`config.mk`:
```
export PLATFORM = sky130hd
export DESIGN_NAME = mqtt_publish_byte_parser_flat
export DESIGN_NICKNAME = d
export VERILOG_FILES = /design/src/hdl/mpub_pkg.sv /design/src/hdl/mpub_if.sv /design/src/hdl/mpub_in_stage.sv /design/src/hdl/mpub_decoder.sv /design/src/hdl/mpub_out_stage.sv /design/src/hdl/mqtt_publish_byte_parser.sv /design/src/flat_wrapper.sv
export SDC_FILE = /design/constraint.sdc
export NUM_CORES = 1
export LEC_CHECK = 0
export BUFFER_PORTS_ARGS = -buffer_cell sky130_fd_sc_hd__buf_2
export CORE_UTILIZATION = 30
export DETAILED_ROUTE_END_ITERATION = 10
export PLACE_DENSITY = 0.53
export SETUP_SLACK_MARGIN = 0.3
export SYNTH_ARGS = -nofsm -noshare
export SYNTH_HDL_FRONTEND = slang
export SYNTH_SLANG_ARGS = --single-unit
```
`constraint.sdc`:
```
create_clock -name clk -period 9.1 [get_ports clk]
set_input_delay 1.365 -clock clk [delete_from_list [all_inputs] [get_ports clk]]
set_output_delay 1.365 -clock clk [all_outputs]
set_load 0.02 [all_outputs]
```
`src/hdl/mpub_pkg.sv`:
```
package mpub_pkg;

  // Longest remaining-length varint, in bytes.
  localparam int LENGTH_BYTES_MAX = 4;

  localparam int LEN_W   = 28;
  localparam int FIELD_W = 16;
  localparam int CNT_W   = 3;

  localparam logic [7:0] CONT_MASK  = 8'h80;
  localparam logic [7:0] QOS_MASK   = 8'h06;
  localparam int         GROUP_BITS = 7;

  typedef enum logic [2:0] {
    PH_HEADER  = 3'd0,
    PH_LENGTH  = 3'd1,
    PH_TLEN    = 3'd2,
    PH_TOPIC   = 3'd3,
    PH_ID      = 3'd4,
    PH_PAYLOAD = 3'd5,
    PH_SKIPCNT = 3'd6,
    PH_SKIPALL = 3'd7
  } phase_t;

  typedef enum logic [2:0] {
    KIND_HEADER    = 3'd0,
    KIND_LENGTH    = 3'd1,
    KIND_TOPIC_LEN = 3'd2,
    KIND_TOPIC     = 3'd3,
    KIND_ID        = 3'd4,
    KIND_PAYLOAD   = 3'd5,
    KIND_DISCARD   = 3'd6
  } kind_t;

  typedef enum logic [1:0] {
    ERR_NONE     = 2'd0,
    ERR_LEN_LONG = 2'd1,
    ERR_SHORT    = 2'd2
  } err_t;

  typedef struct packed {
    logic [7:0] byte_value;
    logic       start_req;
  } in_item_t;

  typedef struct packed {
    logic [2:0]         byte_kind;
    logic [7:0]         data_byte;
    logic [1:0]         qos;
    logic [FIELD_W-1:0] topic_length;
    logic [FIELD_W-1:0] packet_id;
    logic [LEN_W-1:0]   payload_length;
    logic               last;
    logic [1:0]         error_code;
  } out_item_t;

endpackage

```
`src/hdl/mpub_if.sv`:
```
interface mpub_in_if;
  logic       valid;
  logic       ready;
  logic [7:0] byte_value;
  logic       start_req;

  modport source (output valid, output byte_value, output start_req, input ready);
  modport sink   (input valid, input byte_value, input start_req, output ready);
endinterface

interface mpub_out_if;
  logic        valid;
  logic        ready;
  logic [2:0]  byte_kind;
  logic [7:0]  data_byte;
  logic [1:0]  qos;
  logic [15:0] topic_length;
  logic [15:0] packet_id;
  logic [27:0] payload_length;
  logic        last;
  logic [1:0]  error_code;

  modport source (output valid, output byte_kind, output data_byte, output qos,
                  output topic_length, output packet_id, output payload_length,
                  output last, output error_code, input ready);
  modport sink   (input valid, input byte_kind, input data_byte, input qos,
                  input topic_length, input packet_id, input payload_length,
                  input last, input error_code, output ready);
endinterface

```
`src/hdl/mpub_in_stage.sv`:
```
module mpub_in_stage (
  input  logic               clk,
  input  logic               rst,
  mpub_in_if.sink            in_ch,
  input  logic               take,
  output mpub_pkg::in_item_t item,
  output logic               item_valid
);
  import mpub_pkg::*;

  // Refill when empty or when the held item moves on this cycle.
  assign in_ch.ready = !item_valid || take;

  always_ff @(posedge clk) begin
    if (rst) begin
      item_valid <= 1'b0;
    end else if (in_ch.ready) begin
      item_valid <= in_ch.valid;
    end
  end

  always_ff @(posedge clk) begin
    if (in_ch.ready && in_ch.valid) begin
      item.byte_value <= in_ch.byte_value;
      item.start_req  <= in_ch.start_req;
    end
  end

endmodule

```
`src/hdl/mpub_decoder.sv`:
```
module mpub_decoder (
  input  logic                clk,
  input  logic                rst,
  input  mpub_pkg::in_item_t  item,
  input  logic                advance,
  output mpub_pkg::out_item_t res
);
  import mpub_pkg::*;

  phase_t             phase, phase_next;
  logic [1:0]         qos_held, qos_next;
  logic [LEN_W-1:0]   length_accum, length_accum_next;
  logic [CNT_W-1:0]   length_byte_count, length_byte_count_next;
  logic [LEN_W-1:0]   remaining_count, remaining_count_next;
  logic [FIELD_W-1:0] topic_len_held, topic_len_held_next;
  logic [FIELD_W-1:0] field_count, field_count_next;
  logic [FIELD_W-1:0] id_held, id_held_next;
  logic               sized, sized_next;

  logic [7:0]         b;
  logic [LEN_W-1:0]   rem_dec;
  logic [FIELD_W-1:0] fc_inc;
  logic [FIELD_W-1:0] tl_full;
  logic [LEN_W-1:0]   id_bytes_held;
  logic [LEN_W-1:0]   id_bytes_next;
  logic [CNT_W-1:0]   cnt_inc;
  logic [LEN_W-1:0]   group_shifted;
  logic [LEN_W-1:0]   acc_or;
  logic [LEN_W-1:0]   skip_rem;
  logic [LEN_W-1:0]   used;
  logic               go_after_topic;
  kind_t              kind;
  err_t               err;
  logic               last;
  logic [LEN_W-1:0]   plen;

  assign b             = item.byte_value;
  assign rem_dec       = remaining_count - LEN_W'(1);
  assign fc_inc        = field_count + FIELD_W'(1);
  assign tl_full       = {topic_len_held[15:8], b};
  assign id_bytes_held = (qos_held != 2'd0) ? LEN_W'(2) : '0;
  assign cnt_inc       = length_byte_count + CNT_W'(1);
  assign group_shifted = LEN_W'(b & ~CONT_MASK)
                         << (5'(length_byte_count[1:0]) * 5'(GROUP_BITS));
  assign acc_or        = length_byte_count[2] ? length_accum
                                              : (length_accum | group_shifted);
  assign skip_rem      = (remaining_count != '0) ? rem_dec : '0;

  always_comb begin
    phase_next             = phase;
    qos_next               = qos_held;
    length_accum_next      = length_accum;
    length_byte_count_next = length_byte_count;
    remaining_count_next   = remaining_count;
    topic_len_held_next    = topic_len_held;
    field_count_next       = field_count;
    id_held_next           = id_held;
    sized_next             = sized;
    kind                   = KIND_DISCARD;
    err                    = ERR_NONE;
    last                   = 1'b0;
    go_after_topic         = 1'b0;

    if (item.start_req || phase == PH_HEADER) begin
      kind                   = KIND_HEADER;
      qos_next               = 2'((b & QOS_MASK) >> 1);
      length_accum_next      = '0;
      length_byte_count_next = '0;
      remaining_count_next   = '0;
      topic_len_held_next    = '0;
      field_count_next       = '0;
      id_held_next           = '0;
      sized_next             = 1'b0;
      phase_next             = PH_LENGTH;
    end else begin
      unique case (phase)
        PH_LENGTH: begin
          kind                   = KIND_LENGTH;
          length_accum_next      = acc_or;
          length_byte_count_next = cnt_inc;
          if ((b & CONT_MASK) != 8'd0) begin
            if (cnt_inc >= CNT_W'(LENGTH_BYTES_MAX)) begin
              err        = ERR_LEN_LONG;
              last       = 1'b1;
              phase_next = PH_SKIPALL;
            end
          end else begin
            remaining_count_next = acc_or;
            if (acc_or < LEN_W'(2)) begin
              err = ERR_SHORT;
              if (acc_or == '0) begin
                last       = 1'b1;
                phase_next = PH_HEADER;
              end else begin
                phase_next = PH_SKIPCNT;
              end
            end else begin
              field_count_next = '0;
              phase_next       = PH_TLEN;
            end
          end
        end
        PH_TLEN: begin
          kind                 = KIND_TOPIC_LEN;
          remaining_count_next = rem_dec;
          if (field_count == '0) begin
            topic_len_held_next = {b, 8'h00};
            field_count_next    = FIELD_W'(1);
          end else begin
            topic_len_held_next = tl_full;
            if ((LEN_W'(tl_full) + id_bytes_held) > rem_dec) begin
              err = ERR_SHORT;
              if (rem_dec == '0) begin
                last       = 1'b1;
                phase_next = PH_HEADER;
              end else begin
                phase_next = PH_SKIPCNT;
              end
            end else begin
              sized_next = 1'b1;
              if (tl_full != '0) begin
                field_count_next = '0;
                phase_next       = PH_TOPIC;
              end else begin
                go_after_topic = 1'b1;
              end
            end
          end
        end
        PH_TOPIC: begin
          kind                 = KIND_TOPIC;
          remaining_count_next = rem_dec;
          field_count_next     = fc_inc;
          go_after_topic       = (fc_inc >= topic_len_held);
        end
        PH_ID: begin
          kind                 = KIND_ID;
          remaining_count_next = rem_dec;
          id_held_next         = {id_held[7:0], b};
          field_count_next     = fc_inc;
          if (fc_inc >= FIELD_W'(2)) begin
            field_count_next = '0;
            if (rem_dec == '0) begin
              last       = 1'b1;
              phase_next = PH_HEADER;
            end else begin
              phase_next = PH_PAYLOAD;
            end
          end
        end
        PH_PAYLOAD: begin
          kind                 = KIND_PAYLOAD;
          remaining_count_next = rem_dec;
          if (rem_dec == '0) begin
            last       = 1'b1;
            phase_next = PH_HEADER;
          end
        end
        PH_SKIPCNT: begin
          kind                 = KIND_DISCARD;
          remaining_count_next = skip_rem;
          if (skip_rem == '0) begin
            last       = 1'b1;
            phase_next = PH_HEADER;
          end
        end
        default: begin
          kind = KIND_DISCARD;
        end
      endcase

      // Leave the topic: identifier next, payload next, or end of packet.
      if (go_after_topic) begin
        field_count_next = '0;
        if (qos_held != 2'd0) begin
          phase_next = PH_ID;
        end else if (rem_dec == '0) begin
          last       = 1'b1;
          phase_next = PH_HEADER;
        end else begin
          phase_next = PH_PAYLOAD;
        end
      end
    end
  end

  assign id_bytes_next = (qos_next != 2'd0) ? LEN_W'(2) : '0;
  assign used = LEN_W'(2) + LEN_W'(topic_len_held_next) + id_bytes_next;

  always_comb begin
    plen = '0;
    if (sized_next && length_accum_next >= used) begin
      plen = length_accum_next - used;
    end
  end

  always_comb begin
    res.byte_kind      = kind;
    res.data_byte      = b;
    res.qos            = qos_next;
    res.topic_length   = topic_len_held_next;
    res.packet_id      = id_held_next;
    res.payload_length = plen;
    res.last           = last;
    res.error_code     = err;
  end

  always_ff @(posedge clk) begin
    if (rst) begin
      phase             <= PH_HEADER;
      qos_held          <= '0;
      length_accum      <= '0;
      length_byte_count <= '0;
      remaining_count   <= '0;
      topic_len_held    <= '0;
      field_count       <= '0;
      id_held           <= '0;
      sized             <= 1'b0;
    end else if (advance) begin
      phase             <= phase_next;
      qos_held          <= qos_next;
      length_accum      <= length_accum_next;
      length_byte_count <= length_byte_count_next;
      remaining_count   <= remaining_count_next;
      topic_len_held    <= topic_len_held_next;
      field_count       <= field_count_next;
      id_held           <= id_held_next;
      sized             <= sized_next;
    end
  end

  a_overlong_skips: assert property (@(posedge clk) disable iff (rst)
    advance && res.error_code == ERR_LEN_LONG |=> phase == PH_SKIPALL)
    else $error("overlong length did not enter discard-all");

  a_last_closes: assert property (@(posedge clk) disable iff (rst)
    advance && res.last |=> phase == PH_HEADER || phase == PH_SKIPALL)
    else $error("last byte did not close the packet");

  a_len_count_bound: assert property (@(posedge clk) disable iff (rst)
    length_byte_count <= CNT_W'(LENGTH_BYTES_MAX))
    else $error("length byte count past limit");

  a_no_id_at_qos0: assert property (@(posedge clk) disable iff (rst)
    qos_held == 2'd0 |-> id_held == '0)
    else $error("identifier held while QoS is zero");

endmodule

```
`src/hdl/mpub_out_stage.sv`:
```
module mpub_out_stage (
  input  logic                clk,
  input  logic                rst,
  input  mpub_pkg::out_item_t res,
  input  logic                res_valid,
  output logic                take,
  mpub_out_if.source          out_ch
);
  import mpub_pkg::*;

  out_item_t res_q;

  // Load a new result when the register is empty or being drained.
  assign take = !out_ch.valid || out_ch.ready;

  always_ff @(posedge clk) begin
    if (rst) begin
      out_ch.valid <= 1'b0;
    end else if (take) begin
      out_ch.valid <= res_valid;
    end
  end

  always_ff @(posedge clk) begin
    if (take && res_valid) begin
      res_q <= res;
    end
  end

  assign out_ch.byte_kind      = res_q.byte_kind;
  assign out_ch.data_byte      = res_q.data_byte;
  assign out_ch.qos            = res_q.qos;
  assign out_ch.topic_length   = res_q.topic_length;
  assign out_ch.packet_id      = res_q.packet_id;
  assign out_ch.payload_length = res_q.payload_length;
  assign out_ch.last           = res_q.last;
  assign out_ch.error_code     = res_q.error_code;

endmodule

```
`src/hdl/mqtt_publish_byte_parser.sv`:
```
// Channel   Role   Item fields
// in_ch     sink   byte_value[7:0], start_req
// out_ch    source byte_kind[2:0], data_byte[7:0], qos[1:0], topic_length[15:0],
//                  packet_id[15:0], payload_length[27:0], last, error_code[1:0]
//
// One result item per input item, one item per cycle sustained while out_ch does not stall.
// Each item passes through the input register, then the decode into the result register.
// The parser state advances when the input register hands its item to the result register.
// rst (synchronous) returns the parser to waiting for a fixed header.
// A stall on out_ch holds the result register; in_ch keeps taking items until
// the input register is full as well.
module mqtt_publish_byte_parser (
  input logic         clk,
  input logic         rst,
  mpub_in_if.sink     in_ch,
  mpub_out_if.source  out_ch
);
  import mpub_pkg::*;

  in_item_t  item;
  logic      item_valid;
  logic      take;
  logic      advance;
  out_item_t res;

  // Move the held byte through the decoder whenever the result register can load.
  assign advance = item_valid && take;

  mpub_in_stage u_in_stage (
    .clk        (clk),
    .rst        (rst),
    .in_ch      (in_ch),
    .take       (take),
    .item       (item),
    .item_valid (item_valid)
  );

  // Phase tracking, varint decode, field capture and length checks.
  mpub_decoder u_decoder (
    .clk     (clk),
    .rst     (rst),
    .item    (item),
    .advance (advance),
    .res     (res)
  );

  mpub_out_stage u_out_stage (
    .clk       (clk),
    .rst       (rst),
    .res       (res),
    .res_valid (item_valid),
    .take      (take),
    .out_ch    (out_ch)
  );

endmodule

```
`src/flat_wrapper.sv`:
```
// flat-port wrapper written by rule: the top's interface ports become plain ports
module mqtt_publish_byte_parser_flat import mpub_pkg::*;
  (clk, rst, in_ch_valid, in_ch_byte_value, in_ch_start_req, in_ch_ready, out_ch_valid, out_ch_byte_kind, out_ch_data_byte, out_ch_qos, out_ch_topic_length, out_ch_packet_id, out_ch_payload_length, out_ch_last, out_ch_error_code, out_ch_ready);
  mpub_in_if in_ch_i ();
  mpub_out_if out_ch_i ();
  input logic clk;
  input logic rst;
  input wire logic [$bits(in_ch_i.valid)-1:0] in_ch_valid;
  input wire logic [$bits(in_ch_i.byte_value)-1:0] in_ch_byte_value;
  input wire logic [$bits(in_ch_i.start_req)-1:0] in_ch_start_req;
  output wire logic [$bits(in_ch_i.ready)-1:0] in_ch_ready;
  output wire logic [$bits(out_ch_i.valid)-1:0] out_ch_valid;
  output wire logic [$bits(out_ch_i.byte_kind)-1:0] out_ch_byte_kind;
  output wire logic [$bits(out_ch_i.data_byte)-1:0] out_ch_data_byte;
  output wire logic [$bits(out_ch_i.qos)-1:0] out_ch_qos;
  output wire logic [$bits(out_ch_i.topic_length)-1:0] out_ch_topic_length;
  output wire logic [$bits(out_ch_i.packet_id)-1:0] out_ch_packet_id;
  output wire logic [$bits(out_ch_i.payload_length)-1:0] out_ch_payload_length;
  output wire logic [$bits(out_ch_i.last)-1:0] out_ch_last;
  output wire logic [$bits(out_ch_i.error_code)-1:0] out_ch_error_code;
  input wire logic [$bits(out_ch_i.ready)-1:0] out_ch_ready;
  assign in_ch_i.valid = in_ch_valid;
  assign in_ch_i.byte_value = in_ch_byte_value;
  assign in_ch_i.start_req = in_ch_start_req;
  assign in_ch_ready = in_ch_i.ready;
  assign out_ch_valid = out_ch_i.valid;
  assign out_ch_byte_kind = out_ch_i.byte_kind;
  assign out_ch_data_byte = out_ch_i.data_byte;
  assign out_ch_qos = out_ch_i.qos;
  assign out_ch_topic_length = out_ch_i.topic_length;
  assign out_ch_packet_id = out_ch_i.packet_id;
  assign out_ch_payload_length = out_ch_i.payload_length;
  assign out_ch_last = out_ch_i.last;
  assign out_ch_error_code = out_ch_i.error_code;
  assign out_ch_i.ready = out_ch_ready;
  mqtt_publish_byte_parser u_core (.clk(clk), .rst(rst), .in_ch(in_ch_i), .out_ch(out_ch_i));
endmodule
```
==> key figures <==
Clocking
  – CTS clk-pin slew, worst paths: 0.08 ns
  – Buffer cell driving the clock tree root: sky130_fd_sc_hd__clkbuf_16
  – TritonCTS clock tree: built
  – H-Tree Depth: 4
  – Number of hold buffers added after CTS: 0
  – Number of gates resized after CTS: 0
  – Post-CTS Repair Setup Buffers: 0
  – Clk sink count: 200
  – Total CTS buffers: 17
  – Source-to-sink clock delay at the later pin of the worst-skew pair: 0.46 ns
  – CTS Buffer Depth: 2

Floorplanning
  – Area of the core: 41,020 µm²
  – Die span in y: 206.2 µm
  – Number of rows created at floorplan: 74
  – Die X-Extent: 206.2 µm
  – Area of the die: 42,530 µm²
  – Initial Util: 0.3050
  – # IOs: 91

Power
  – Leak Pwr: 5.107 nW
  – Pwr dens: 139.4 nW/µm²
  – Overall power of the completed layout: 1.955 mW
  – Worst IR Drop VDD: 0.00008826 V

GRT
  – Global-route wire length before repair: 62,020 µm
  – GR met2 Demand/Resource: 0.3012
  – Global-route congestion overflow total: 0
  – Vias in the first global route: 10,700
  – Met1 track demand over resource: 0.2612
  – Initial antenna violation count: 1
  – Total global routing track utilization: 0.1910
  – Busiest layer in global routing: met2
  – Routing usage on met3: 0.03642
  – Largest net degree at the start of global routing: 75

Worst setup path
  – Type of origin of the critical path: flip-flop
  – Slowest cell on crit path: sky130_fd_sc_hd__or4b_2
  – Most used cell along the critical path: sky130_fd_sc_hd__ha_1
  – Worst Setup Path Type: flip-flop to flip-flop
  – Capture point of the worst reg-to-reg path: u_core.u_out_stage.out_ch.payload_length[9]$_SDFFCE_PN0P_
  – Buf+Inv Stages, Crit Path: 4
  – Worst endpoint required time: 9.28 ns
  – Internal reg-to-reg setup slack: 2.25 ns
  – Launch point of the worst reg-to-reg path: u_core.u_decoder.phase[2]$_SDFFE_PP0P_
  – Arrival time worst endpoint: 7.04 ns
  – Count of cells along the worst register-to-register path: 24
  – Sort of element at the end of the critical path: flip-flop
  – Cell family with the largest share of critical-path delay: simple AND/OR/NAND/NOR gates
  – Max FO, Critical Path: 28
  – Crit path largest cell delay: 0.70 ns
  – Ordered list of cells on the worst path: clkinv_1, nand3_1, nand2_1, a21oi_1, inv_1, ha_1, inv_1, ha_1, nand3_1, or3b_2, nor2_1, nand2_1, nor3_1, xnor2_1, ha_1, and2_1, a22o_1, a311o_1, a31oi_1, o21ai_0, or4b_2, o211ai_2, buf_4, nor3_1

Yosys
  – Async set-or-reset flop fraction in the synthesized netlist: 0
  – Share of synthesized cell area in and, or, nand and nor gates: 0.2470
  – Post-synth top cells: 233 x sky130_fd_sc_hd__nand2_1, 181 x sky130_fd_sc_hd__a21oi_1, 152 x sky130_fd_sc_hd__nor2_1
  – Dominant register cell in the synthesized netlist: sky130_fd_sc_hd__dfxtp_1
  – Number of synthesis warnings: 0
  – Fraction of synthesized area in multiplexers: 0.01080
  – Leading post-synthesis cells by cell area: sky130_fd_sc_hd__edfxtp_1 20%, sky130_fd_sc_hd__dfxtp_1 18%, sky130_fd_sc_hd__a21oi_1 7.2%
  – Fraction of the mapped netlist area in compound gates: 0.1887
  – Biggest area consumer among synthesized cells: sky130_fd_sc_hd__edfxtp_1
  – Number of enable flip-flop cells after synthesis: 85
  – Adder-cell share of the synthesized area: 0.06530
  – Synthesized area per cell: 8.199 µm²
  – Combinational family with the most area after synthesis: simple AND/OR/NAND/NOR gates
  – Post-synthesis share of cell area spent on xor and xnor gates: 0.05310
  – Number of synthesized register bits: 200
  – Syn Std Cell Area: 12,510 µm²
  – Count of different cell masters after synthesis: 82
  – Synthesized Nets: 1,602
  – Area share of the largest cell type after synthesis: 0.2040
  – Seq/Total Area, Yosys: 0.3880
  – Most frequent cell after synthesis: sky130_fd_sc_hd__nand2_1
  – Syn Inst Count: 1,526

STA
  – Unrepaired setup endpoints after global routing: false
  – Skew final: 0.01704 ns
  – Remaining max-slew budget at the tightest pin: 0.2789
  – Number of setup violations in the final report: 0
  – Number of slew-limit violations in the final report: 0
  – Post-layout minimum cycle time: 6.852 ns
  – Final hold vios: 0
  – Period Utilization, post-route: 0.7529
  – Total Negative Setup Slacks: 0 ns
  – Maximum clock frequency: 0.1459 GHz
  – Actual transition at the worst max-transition pin: 1.079 ns

Final layout
  – Signed area change from the synthesized netlist to the final layout: 12.07%
  – Share of cells above drive strength 1: 0.1166
  – Number of antenna cells inserted: 0
  – Post-Layout Cell Count: 2,110
  – Net count reported at finish: 1,641

Outcome
  – Violations in the final reports: DRC
  – Run status: finished with violations

Placed design
  – Count of port buffers added during placement: 90
  – Routability Congestion: 0.9171
  – Placed Cells incl. Taps: 2,078
  – HPWL after detailed placement: 29,360 µm

Routing
  – Remaining routing DRC violations: 24
  – Mean number of vias per cell: 5.473
  – Iteration-0 DRC count of the detailed router: 1,024
  – Post-detailed-route count of antenna-violating nets: 0
  – Routed length per placed instance: 19.19 µm
  – Total wire length: 40,490 µm
  – Via total after detailed routing: 11,550
  – Number of search-and-repair iterations in the first detailed-routing pass: 8

Worst hold path
  – Min-Delay Path Class: flip-flop to flip-flop
  – Start point of the worst hold path: u_core.u_decoder.id_held[11]$_SDFFE_PP0P_
  – Endpoint, Worst Hold: u_core.u_decoder.id_held[11]$_SDFFE_PP0P_
  – Cells on Worst Hold Path: 2

Flow run
  – Number of maximum-capacitance constraint violations: 0
## through the flow
stage | util | hold slack [ns] | setup WS [ns] | cell area [µm²]
floorplan | - | 0.4244 | 2.757 | 12510
global placement | 0.3282 | 0.4428 | 2.452 | 13460
detailed placement | 0.3282 | 0.4497 | 2.325 | 13460
CTS | 0.3419 | 0.4610 | 2.288 | 14020
global route | 0.3419 | 0.4739 | 1.641 | 14020
finish | 0.3419 | 0.4613 | 2.248 | 14020
## cells by family (layout without fill, tap and decap cells)
| logic type | count (synthesis) | count (layout) |
|---|---|---|
| muxes | 13 | 13 |
| xor gates and xnor gates | 75 | 75 |
| AOI/OAI and AO/OA | 385 | 385 |
| adders and majority gates | 65 | 65 |
| DFF | 200 | 200 |
| buffers and inverters | 150 | 202 |
| and+or+nand+nor | 638 | 638 |
## layer usage
layer  routed length, µm  part of all wire
met5                  13           0.00032
met4                 851             0.021
met3                2613             0.065
met2               18570              0.46
met1               18440              0.46
## tightest hold or removal path, stage by stage, from the launching register on
cell and delay [ns]:
sky130_fd_sc_hd__dfxtp_1 0.32, sky130_fd_sc_hd__nand2_1 0.05, sky130_fd_sc_hd__a21oi_1 0.05
## flip-flops by register name, summed over array words and instances (netlist names)
name / cells
u_core.u_decoder.phase: 3
u_core.u_in_stage.item: 9
u_core.u_out_stage.out_ch.byte_kind: 3
u_core.u_decoder.length_accum: 28
u_core.u_in_stage.item_valid: 1
u_core.u_out_stage.out_ch.qos: 2
u_core.u_out_stage.out_ch.data_byte: 8
u_core.u_decoder.sized: 1
u_core.u_decoder.field_count: 16
u_core.u_decoder.qos_held: 2
u_core.u_decoder.length_byte_count: 3
u_core.u_out_stage.out_ch.error_code: 2
u_core.u_out_stage.out_ch.topic_length: 16
u_core.u_decoder.topic_len_held: 16
u_core.u_decoder.remaining_count: 28
u_core.u_out_stage.out_ch.payload_length: 28
u_core.u_decoder.id_held: 16
u_core.u_out_stage.out_ch.valid: 1
u_core.u_out_stage.out_ch.packet_id: 16
u_core.u_out_stage.out_ch.last: 1
## cell usage in the layout, fill, tap and decap left out, drive strengths merged, types with 7 or more instances in the layout
cell type  synthesis  final
xnor2             49     49
nand2b             8      8
nor3              47     47
inv               50     59
nand4             26     26
a32o              10     10
mux2i              9      9
a22oi             32     32
a21o              16     16
edfxtp            85     85
o211ai             8      8
and2              14     14
xor2              26     26
nand3             44     44
or3               14     14
a31oi             13     13
nand3b            18     18
nand2            233    233
nor4              17     17
clkbuf            77     18
buf               21    118
dfxtp            115    115
o21ai             57     57
ha                62     62
and4               8      8
or2                7      7
nor3b              7      7
o22ai             11     11
or4                9      9
and3               7      7
nor2             152    152
a21oi            182    182
## power by group
group          switching [mW]  total [mW]  internal, mW
logic                   0.164       0.233        0.0697
clock network           0.398       0.761         0.363
registers             0.00906       0.960         0.951
total                   0.571        1.96          1.38
## worst max-delay path by stage
| stage | startpoint | end | slack, ns | depth (start not counted) |
|---|---|---|---|---|
| floorplan | u_core.u_decoder.phase[1]$_SDFFE_PP0P_ | u_core.u_out_stage.out_ch.payload_length[18]$_SDFFCE_PN0P_ | 2.76 | 27 |
| global placement | u_core.u_decoder.phase[1]$_SDFFE_PP0P_ | u_core.u_out_stage.out_ch.payload_length[5]$_SDFFCE_PN0P_ | 2.45 | 24 |
| detailed placement | u_core.u_decoder.phase[1]$_SDFFE_PP0P_ | u_core.u_out_stage.out_ch.payload_length[7]$_SDFFCE_PN0P_ | 2.33 | 25 |
| CTS | u_core.u_decoder.phase[1]$_SDFFE_PP0P_ | u_core.u_out_stage.out_ch.payload_length[7]$_SDFFCE_PN0P_ | 2.29 | 25 |
| global route | u_core.u_decoder.phase[1]$_SDFFE_PP0P_ | u_core.u_out_stage.out_ch.payload_length[9]$_SDFFCE_PN0P_ | 1.64 | 25 |
| finish | u_core.u_decoder.phase[2]$_SDFFE_PP0P_ | u_core.u_out_stage.out_ch.payload_length[9]$_SDFFCE_PN0P_ | 2.25 | 24 |
## layout make-up
| cell class | count | area, µm² |
|---|---|---|
| fill | 4323 | 26990 |
| multi-input combinational | 1176 | 7081 |
| sequential | 200 | 4855 |
| tap | 532 | 665.6 |
| timing repair buffer | 118 | 663.1 |
| clock buffer | 18 | 429.2 |
| inverter | 52 | 197.7 |
| clock inverter | 14 | 131.4 |
(Power assumes the default switching activity.)
